[config.mk]
export PLATFORM = sky130hd
export DESIGN_NAME = k_stacks_shared_store_unit
export DESIGN_NICKNAME = d
export VERILOG_FILES = /design/src/rtl/kss_pkg.sv /design/src/rtl/kss_ctrl.sv /design/src/rtl/kss_dp.sv /design/src/rtl/k_stacks_shared_store_unit.sv
export SDC_FILE = /design/constraint.sdc
export NUM_CORES = 1
export LEC_CHECK = 0
export ABC_AREA = 1
export BUFFER_PORTS_ARGS = -buffer_cell sky130_fd_sc_hd__buf_2
export CORE_ASPECT_RATIO = 1.75
export CORE_MARGIN = 1.5
export CORE_UTILIZATION = 30
export DETAILED_ROUTE_END_ITERATION = 16
export GPL_TIMING_DRIVEN = 1
export HOLD_SLACK_MARGIN = 0.08
export PLACE_DENSITY = 0.46
export SLEW_MARGIN = 15
export SYNTH_ARGS = -nofsm -noshare
export SYNTH_HDL_FRONTEND = slang
export SYNTH_SLANG_ARGS = --single-unit
[constraint.sdc]
create_clock -name clk -period 4.54 [get_ports clk]
set_input_delay 0.681 -clock clk [delete_from_list [all_inputs] [get_ports clk]]
set_output_delay 0.681 -clock clk [all_outputs]
set_load 0.01 [all_outputs]
[src/rtl/kss_pkg.sv]
// Shared types and codes for the shared-store stack unit.
`timescale 1ns / 1ps
`default_nettype none

package kss_pkg;

    // Operation and status codes
    localparam logic ACT_PUSH = 1'b0;
    localparam logic ACT_POP  = 1'b1;

    localparam logic [1:0] STATUS_OK    = 2'd0;
    localparam logic [1:0] STATUS_FULL  = 2'd1;
    localparam logic [1:0] STATUS_EMPTY = 2'd2;

    // Request beat
    typedef struct packed {
        logic              action;
        logic [1:0]        stack_id;
        logic signed [31:0] push_value;
    } req_t;

    // Response beat
    typedef struct packed {
        logic signed [31:0] pop_value;
        logic [1:0]         status;
    } rsp_t;

    // Controller states
    typedef enum logic [1:0] {
        ST_IDLE,
        ST_TOP,
        ST_LINK,
        ST_COMMIT
    } state_t;

    // Controller to datapath commands
    typedef struct packed {
        logic capture;
        logic rd_top;
        logic rd_link;
        logic commit;
    } cmd_t;

    // Datapath to controller status
    typedef struct packed {
        logic out_full;
    } sts_t;

endpackage

`default_nettype wire

[src/rtl/kss_ctrl.sv]
// Sequencing controller for the shared-store stack unit.
`timescale 1ns / 1ps
`default_nettype none

module kss_ctrl
    import kss_pkg::*;
(
    input  wire logic clk,
    input  wire logic rst_n,
    input  wire logic req_valid,
    output logic      req_ready,
    input  wire sts_t sts,
    output cmd_t      cmd
);

    state_t state_reg;
    state_t state_next;

    // Hold state
    always_ff @(posedge clk or negedge rst_n)
    begin
        if (!rst_n)
        begin
            state_reg <= ST_IDLE;
        end
        else
        begin
            state_reg <= state_next;
        end
    end

    // Advance through top read, link read and commit
    always_comb
    begin
        state_next = state_reg;
        case (state_reg)
            ST_IDLE:
            begin
                if (req_valid)
                begin
                    state_next = ST_TOP;
                end
            end
            ST_TOP:
            begin
                state_next = ST_LINK;
            end
            ST_LINK:
            begin
                state_next = ST_COMMIT;
            end
            ST_COMMIT:
            begin
                if (!sts.out_full)
                begin
                    state_next = ST_IDLE;
                end
            end
            default:
            begin
                state_next = ST_IDLE;
            end
        endcase
    end

    // Drive commands
    always_comb
    begin
        req_ready   = 1'b0;
        cmd         = '0;
        case (state_reg)
            ST_IDLE:
            begin
                req_ready   = 1'b1;
                cmd.capture = req_valid;
            end
            ST_TOP:
            begin
                cmd.rd_top = 1'b1;
            end
            ST_LINK:
            begin
                cmd.rd_link = 1'b1;
            end
            ST_COMMIT:
            begin
                cmd.commit = !sts.out_full;
            end
            default:
            begin
                req_ready = 1'b0;
            end
        endcase
    end

endmodule

`default_nettype wire

[src/rtl/kss_dp.sv]
// Datapath for the shared-store stack unit: stores, free list and response register.
`timescale 1ns / 1ps
`default_nettype none

module kss_dp
    import kss_pkg::*;
#(
    parameter int SLOTS  = 16,
    parameter int STACKS = 4
)
(
    input  wire logic clk,
    input  wire logic rst_n,
    input  wire req_t req,
    input  wire cmd_t cmd,
    output sts_t      sts,
    output logic      rsp_valid,
    input  wire logic rsp_ready,
    output rsp_t      rsp
);

    localparam int AW = $clog2(SLOTS);
    localparam int LW = $clog2(SLOTS + 1);
    localparam int TW = (STACKS > 1) ? $clog2(STACKS) : 1;
    localparam logic [LW-1:0] END_MARK = LW'(SLOTS);

    // Stores
    logic signed [31:0] values_mem [SLOTS];
    logic [LW-1:0]      links_mem  [SLOTS];
    logic [LW-1:0]      tops_mem   [STACKS];

    // Control state
    logic [STACKS-1:0] top_valid_reg;
    logic [LW-1:0]     free_head_reg;
    logic [LW-1:0]     fill_reg;
    logic              rsp_valid_reg;
    rsp_t              rsp_reg;

    // Captured request and read results
    logic               act_reg;
    logic [1:0]         sid_reg;
    logic signed [31:0] val_reg;
    logic [LW-1:0]      top_rd_reg;
    logic               top_vld_reg;
    logic [LW-1:0]      link_rd_reg;
    logic signed [31:0] val_rd_reg;
    logic [AW-1:0]      slot_reg;
    logic               ok_reg;
    logic               fresh_reg;

    logic [TW-1:0] tidx;
    logic          sid_ok;
    logic [LW-1:0] top_eff;
    logic [LW-1:0] slot_sel;
    logic          ok_sel;
    logic [LW-1:0] link_eff;
    logic          do_push;
    logic          do_pop;

    assign tidx    = TW'(sid_reg);
    assign sid_ok  = 32'(sid_reg) < STACKS;
    assign top_eff = top_vld_reg ? top_rd_reg : END_MARK;

    // Pick the slot touched by this operation and whether it can proceed
    always_comb
    begin
        if (act_reg == ACT_PUSH)
        begin
            slot_sel = free_head_reg;
            ok_sel   = sid_ok && (free_head_reg < END_MARK);
        end
        else
        begin
            slot_sel = top_eff;
            ok_sel   = sid_ok && (top_eff < END_MARK);
        end
    end

    // A never-used slot links to its neighbor; clamp corrupt links to the end mark
    always_comb
    begin
        if (fresh_reg)
        begin
            link_eff = LW'(slot_reg) + LW'(1);
        end
        else if (link_rd_reg >= END_MARK)
        begin
            link_eff = END_MARK;
        end
        else
        begin
            link_eff = link_rd_reg;
        end
    end

    assign do_push = cmd.commit && ok_reg && (act_reg == ACT_PUSH);
    assign do_pop  = cmd.commit && ok_reg && (act_reg == ACT_POP);

    // Capture request and registered reads
    always_ff @(posedge clk)
    begin
        if (cmd.capture)
        begin
            act_reg <= req.action;
            sid_reg <= req.stack_id;
            val_reg <= req.push_value;
        end
        if (cmd.rd_top)
        begin
            top_vld_reg <= sid_ok ? top_valid_reg[tidx] : 1'b0;
            if (sid_ok)
            begin
                top_rd_reg <= tops_mem[tidx];
            end
        end
        if (cmd.rd_link)
        begin
            ok_reg    <= ok_sel;
            slot_reg  <= AW'(slot_sel);
            fresh_reg <= (slot_sel == fill_reg);
            if (ok_sel)
            begin
                link_rd_reg <= links_mem[AW'(slot_sel)];
                val_rd_reg  <= values_mem[AW'(slot_sel)];
            end
        end
    end

    // Write the stores on commit
    always_ff @(posedge clk)
    begin
        if (do_push)
        begin
            links_mem[slot_reg]  <= top_eff;
            values_mem[slot_reg] <= val_reg;
            tops_mem[tidx]       <= LW'(slot_reg);
        end
        if (do_pop)
        begin
            links_mem[slot_reg] <= free_head_reg;
            tops_mem[tidx]      <= link_eff;
        end
    end

    // Update free list head, fill count and top valid bits
    always_ff @(posedge clk or negedge rst_n)
    begin
        if (!rst_n)
        begin
            top_valid_reg <= '0;
            free_head_reg <= '0;
            fill_reg      <= '0;
        end
        else
        begin
            if (do_push)
            begin
                free_head_reg       <= link_eff;
                top_valid_reg[tidx] <= 1'b1;
                if (fresh_reg)
                begin
                    fill_reg <= fill_reg + LW'(1);
                end
            end
            if (do_pop)
            begin
                free_head_reg <= LW'(slot_reg);
            end
        end
    end

    // Hold the response beat until taken
    always_ff @(posedge clk or negedge rst_n)
    begin
        if (!rst_n)
        begin
            rsp_valid_reg <= 1'b0;
        end
        else if (cmd.commit)
        begin
            rsp_valid_reg <= 1'b1;
        end
        else if (rsp_ready)
        begin
            rsp_valid_reg <= 1'b0;
        end
    end

    always_ff @(posedge clk)
    begin
        if (cmd.commit)
        begin
            if (!ok_reg)
            begin
                rsp_reg.pop_value <= '0;
                rsp_reg.status    <= (act_reg == ACT_PUSH) ? STATUS_FULL : STATUS_EMPTY;
            end
            else
            begin
                rsp_reg.pop_value <= (act_reg == ACT_POP) ? val_rd_reg : '0;
                rsp_reg.status    <= STATUS_OK;
            end
        end
    end

    assign sts.out_full = rsp_valid_reg;
    assign rsp_valid    = rsp_valid_reg;
    assign rsp          = rsp_reg;

endmodule

`default_nettype wire

[src/rtl/k_stacks_shared_store_unit.sv]
// Top level of the shared-store stack unit.
`timescale 1ns / 1ps
`default_nettype none

// STACKS stacks share one store of SLOTS value slots. Free slots are chained
// through a link store from a free-list head; each stack is chained from its
// own top pointer. A push takes the free-list head slot, a pop returns the
// stack's top slot to the free list. Every request beat gives one response
// beat: pop_value (zero unless a pop succeeded) and status (ok, full, empty).
// Stack numbers at or beyond STACKS are refused as full on push, empty on pop.
// The unit handles one request at a time, stepping through capture,
// top-pointer read, link and value read and commit, set by the registered
// reads of the top store and the link store in sequence. The response is
// registered on commit; the next request can be accepted only after that
// commit, when the controller is back in its idle state. A finished
// response waits in an output register, and the next request may be accepted
// meanwhile; its commit waits until that response is taken. After reset the
// unit is ready at once: untouched slots are tracked by a fill count, so no
// clearing pass runs over the link store.
module k_stacks_shared_store_unit
    import kss_pkg::*;
#(
    parameter int SLOTS  = 16,
    parameter int STACKS = 4
)
(
    input  wire logic clk,
    input  wire logic rst_n,
    input  wire logic req_valid,
    output logic      req_ready,
    input  wire req_t req,
    output logic      rsp_valid,
    input  wire logic rsp_ready,
    output rsp_t      rsp
);

    cmd_t cmd;
    sts_t sts;

    // Sequence each request
    kss_ctrl u_ctrl (
        .clk       (clk),
        .rst_n     (rst_n),
        .req_valid (req_valid),
        .req_ready (req_ready),
        .sts       (sts),
        .cmd       (cmd)
    );

    // Stores and response register
    kss_dp #(
        .SLOTS  (SLOTS),
        .STACKS (STACKS)
    ) u_dp (
        .clk       (clk),
        .rst_n     (rst_n),
        .req       (req),
        .cmd       (cmd),
        .sts       (sts),
        .rsp_valid (rsp_valid),
        .rsp_ready (rsp_ready),
        .rsp       (rsp)
    );

endmodule

`default_nettype wire
; ---- Word-level counts from Yosys, hierarchy flattened
; Memories as Yosys holds them, arrays and structs flattened. A register that Yosys moved wholly into a read port is not among the register bits.
; Cells that the tools add are included.
[word_totals]
register_bits = 93
ram_bits = 612
output_inout_bits = 36
n_memories = 3
[mem_list]
columns = name, words, word_bits, rd, rd_ports_with_merged_regs, write_ports, line_no
row1 = u_dp.values_mem, 16, 32, 1, 1, 1, kss_dp.sv:28  ; logic signed [31:0] values_mem [SLOTS];
row2 = u_dp.links_mem, 16, 5, 1, 1, 1, kss_dp.sv:29  ; logic [LW-1:0] links_mem [SLOTS];
row3 = u_dp.tops_mem, 4, 5, 1, 1, 1, kss_dp.sv:30  ; logic [LW-1:0] tops_mem [STACKS];
[classes]
addsub = 2
order_cmp = 5
n_eq_ne = 6
muxes = 28
bitwise_logic = 4
reduce_logical = 12
[op_table]
columns = cell, n
row1 = 5-bit 2-to-1 mux, 8
row2 = 1-bit 2-to-1 mux, 14
row3 = 5-bit less-than comparator (second input constant), 2
row4 = 2-bit case mux with 4 select lines, 1
row5 = 2-bit AND reduction, 4
row6 = 2-bit 2-to-1 mux, 3
row7 = 4-bit by 1-bit adder with 5-bit output (second input constant), 1
row8 = 5-bit by 1-bit adder with 5-bit output (second input constant), 1
row9 = 5-bit == test, 1
row10 = 5-bit >= comparator (second input constant), 1
row11 = 2-bit == test (second input constant), 2
row12 = 1-bit logical AND, 4
row13 = 2-bit inequality test (second input constant), 2
row14 = 4-bit bitwise OR, 1
row15 = 2-bit nonzero test, 2
row16 = 2-bit by 3-bit less-than comparator with 1-bit output (second input constant), 1
row17 = 1-bit binary-select mux with 2-bit select, 1
row18 = 1-bit demux with 2-bit select, 1
row19 = 2-bit by 1-bit == test with 1-bit output (second input constant), 1
row20 = 2-bit by 1-bit >= comparator with 1-bit output (second input constant), 1
row21 = 2-bit logical NOT, 1
row22 = 1-bit bitwise OR, 2
row23 = 1-bit logical NOT, 1
row24 = 1-bit NOT, 1

; ---- Depth between registers and ports, before layout
[depth]
depth_word = 7
ltp_mapped = 11

; ---- Modules after synthesis
; From an unflattened synthesis, not the netlist that was laid out.
[hier_totals]
hier_cells = 2859
area_unflattened_um2 = 31890.6
[by_module_without_submodules]
columns = module, n_inst, cells_each, area_per_inst_um2, seq_area_each_um2
row1 = kss_dp, 1, 2834, 31709.2, 22296.4
row2 = kss_ctrl, 1, 25, 181.4, 50.0

; ---- Least setup slack after synthesis
; Ideal clock, no wire load.
[synth_timing]
path_kind = register -> register
from = register u_ctrl.state_reg[0]
to = memory u_dp.values_mem[0][0] (enable)
setup_time_ns = 0.461
arrival_time_ns = 4.163
required_time_ns = 4.079
setup_slack_ns = -0.084
stages_incl_launch_ff = 8
n_path_buf = 0
synth_period_minus_slack_ns = 4.624
path_cell_list = dfrtp_1 > ha_1 > nand2_1 > inv_1 > nand2_1 > inv_1 > nand2_1 > nor3_1
[synth_rtl]
columns = element, line_no
row1 = from (decl), kss_ctrl.sv:16  ; state_t state_reg;
row2 = from (signal assigned), kss_ctrl.sv:28  ; state_reg <= state_next;
row3 = to (decl), kss_dp.sv:28

; ---- Worst setup path in the final report
[layout_timing]
from = register u_dp.act_reg
to = register u_dp.val_rd_reg[4], read port of u_dp.values_mem, data pin
[layout_via]
elab_chain_len = 2
elab_cells_between_ends = 3
cone_classes = 2 x mux / 1 x reduce/logical
[layout_lines]
columns = element, line_no
row1 = from (decl), kss_dp.sv:40  ; logic act_reg;
row2 = from (signal assigned), kss_dp.sv:104  ; act_reg <= req.action;
row3 = 1-bit 2-to-1 mux, kss_dp.sv:67  ; if (act_reg == ACT_PUSH)
row4 = 2-bit AND reduction (no source line), n/a
row5 = to (decl), kss_dp.sv:46  ; logic signed [31:0] val_rd_reg;
; Parallel ways exist; a longest one is shown, timed or not.
; A chain may end at the register's enable or synchronous reset.

==> impl_metrics.toml <==
[synthesis]
yosysTopAreaCellShare_pct = 68.5
synth_top_cell_by_area = "edfxtp_1"
ys_seq_area_share_pct = 69.8
synthFlopType = "edfxtp_1"
synthArstFlopShare_pct = 2.28
avgSynthCellArea_sq_um = 11.2
synthesis.area_sq_mm = 0.0320
syn-num-nets = 2907
synth_cells = 2858
synth_area_leaders = "edfxtp_1 (68%), nand3_1 (11%), inv_1 (6.9%), nand2_1 (4.9%), nand3b_1 (1.7%)"
synth-warning-count = 0
synth_cell_types = 35
synth_edf_count = 730
ys_seq_elements = 747

[worst_setup_path]
cp_common_cell = "nand3_1"
slowest_delay_ns = 0.64
worstSetupPathType = "reg -> reg"
cp_num_buf_inv = 2
worstPathArrival_ns = 3.43
path_cells = "inv_4 > nand2_8 > nand2_8 > buf_12 > nand2_1 > nand3_1 > nand3_1 > nand3_1 > nand2_1"
crit_path_top_delay_cell = "nand2_8"
cp-end-kind = "register"
required_ns = 4.94
critPathTopFamily = "simple AND/OR/NAND/NOR gates"
critPathLaunchType = "register"
path_max_fanout = 87

[floorplanning]
fp.coreArea_sq_mm = 0.106
die_w_um = 250
start_util_pct = 30.2
num_rows = 158
die_h_um = 435
ios = 75
die_area_sq_mm = 0.109

[placement]
dp_hpwl_um = 47200
place.gp.congestion = 0.775
placed_area_sq_mm = 0.0338
portBuffers = 74

[pwr]
power.leakage_nw = 14.4
ir_drop_mv = 0.504
power.density_mw_per_mm2 = 545

[timing]
worst_pin_slew_ns = 1.03
period_share_pct = 66.7
max_freq_ghz = 0.330
rsz0062_at_grt = "no"
fin_crit_ns = 3.03
setup_viol = 0
max_slew_margin_pct = 31.6
timing.hold.ws_ns = 0.196
hold_viol_final = 0
slew_violations = 0
fin_worst_skew_ns = 0.0207

[drt]
avgViaCountPerCell = 4.65
drt_first_pass_iters = 5
avgRoutedWirePerCell_um = 21.1
first_iter_violations = 1405
drt-total-wl_um = 90800
drc = 0
vias = 20000
ant_nets = 0

[layout]
final_common_cell = "edfxtp_1"
fin_area_sq_mm = 0.0362
diodes = 0
final_core_util_pct = 34.1
finish.net_count = 2938
area_growth_pct = 13.0
final_cell_mix = "edfxtp_1 (730), nand3_1 (715), inv_1 (585)"
largest_reg_flops = 512
drive_gt1_share_pct = 8.74

[worst_hold_path]
hold_class = "in -> reg"

[clock_network]
clkLatencyLatePin_ns = 0.65
cts.clk_slew.worst_paths_ns = 0.07
clockBufferDepth = 3
htreeDepth = 3
cts_tree = "yes"
cts_resized = 0
clock_sinks = 747
cts_root_buffer = "clkbuf_16"
cts_made_buffers = 71

[global_routing]
first_global_vias = 20000
overflow = 0
track_usage_pct = 16.7
grt_max_degree = 150
antenna_found_initial = 1
grt_pass1_wl_um = 134000

[job]
drv_cap = 0

[status]
outcome = "complete, no violations"
==> worst paths after layout <==
check	startpoint	end	slack (ns)	cells past startpoint
max	u_dp.act_reg	u_dp.val_rd_reg[4]	1.51	9
min	req[4]	u_dp.val_reg[4]	0.20	1
max reg2reg	u_dp.act_reg	u_dp.val_rd_reg[4]	1.51	9
min reg2reg	u_dp.top_valid_reg[3]	u_dp.top_valid_reg[3]	0.47	2
max in group asynchronous	rst_n	u_dp.fill_reg[3]	3.67	2
min in group asynchronous	rst_n	u_dp.free_head_reg[4]	0.53	2
==> metal layers <==
metal	part of all wire [%]	GRT usage (%)	up-vias
met5	0	0	-
met4	2.7	5.49	0
met3	3.6	2.26	137
met2	54	31.2	388
met1	40	19.5	9923
li1	-	-	9576
==> repair_timing <==
item                      4_1_cts  5_1_grt
hold buffers                    1        0
hold endpoints to repair       17        0
buffers inserted                0        0
==> through the flow <==
step / instances / TNS (ns) / worst slack (ns) / power [mW]
after floorplan: 2858 / -32.27 / -0.0840 / 11.9
after global placement: 4175 / 0 / 1.44 / 13.9
after detailed placement: 4175 / 0 / 1.44 / 13.9
after CTS: 4302 / 0 / 1.43 / 20.0
after global routing: 4302 / 0 / 1.32 / 20.7
final: 4302 / 0 / 1.51 / 19.7
==> logic make-up after synthesis <==
group / after synthesis / share of synthesized area (%)
AO/OA/AOI/OAI: 45 / 0.895
XOR/XNOR: 8 / 0.219
adder cells (fa/ha/maj): 10 / 0.391
buffers and inverters: 750 / 9.57
flip-flops: 747 / 69.8
AND/OR/NAND/NOR: 1298 / 19.1
==> cells in the mapped netlist (10+ instances only) <==
cell type / number
nand3_1: 715
o21ai_0: 20
nor3_1: 19
clkbuf_1: 28
nor2_1: 62
buf_2: 102
buf_4: 27
edfxtp_1: 730
dfrtp_1: 17
nand2_1: 417
ha_1: 10
nand3b_1: 74
inv_1: 589
==> final cells by class <==
type                            instances  area (sq um)
Tap cell                             1360          1700
Fill cell                           10500         69800
Inverter                              590          2220
Timing Repair Buffer                  118           803
Clock inverter                         36           372
Clock buffer                           90          1950
Multi-Input combinational cell       1361          6780
Sequential cell                       747         22300
==> worst register-to-register path: cells and delay by family, from the launching register on <==
| kind | cells | cell delay, ns |
|---|---|---|
| buf+inv | 2 | 0.59 |
| flops | 1 | 0.55 |
| simple gates | 7 | 1.65 |
==> where the power goes <==
part / internal [mW] / total (mW) / switching (mW)
clock network: 3.45 / 6.11 / 2.65
registers: 8.45 / 8.86 / 0.411
logic: 1.26 / 4.75 / 3.49
total: 13.2 / 19.7 / 6.55
No activity file was read; power rests on OpenSTA's default activity.
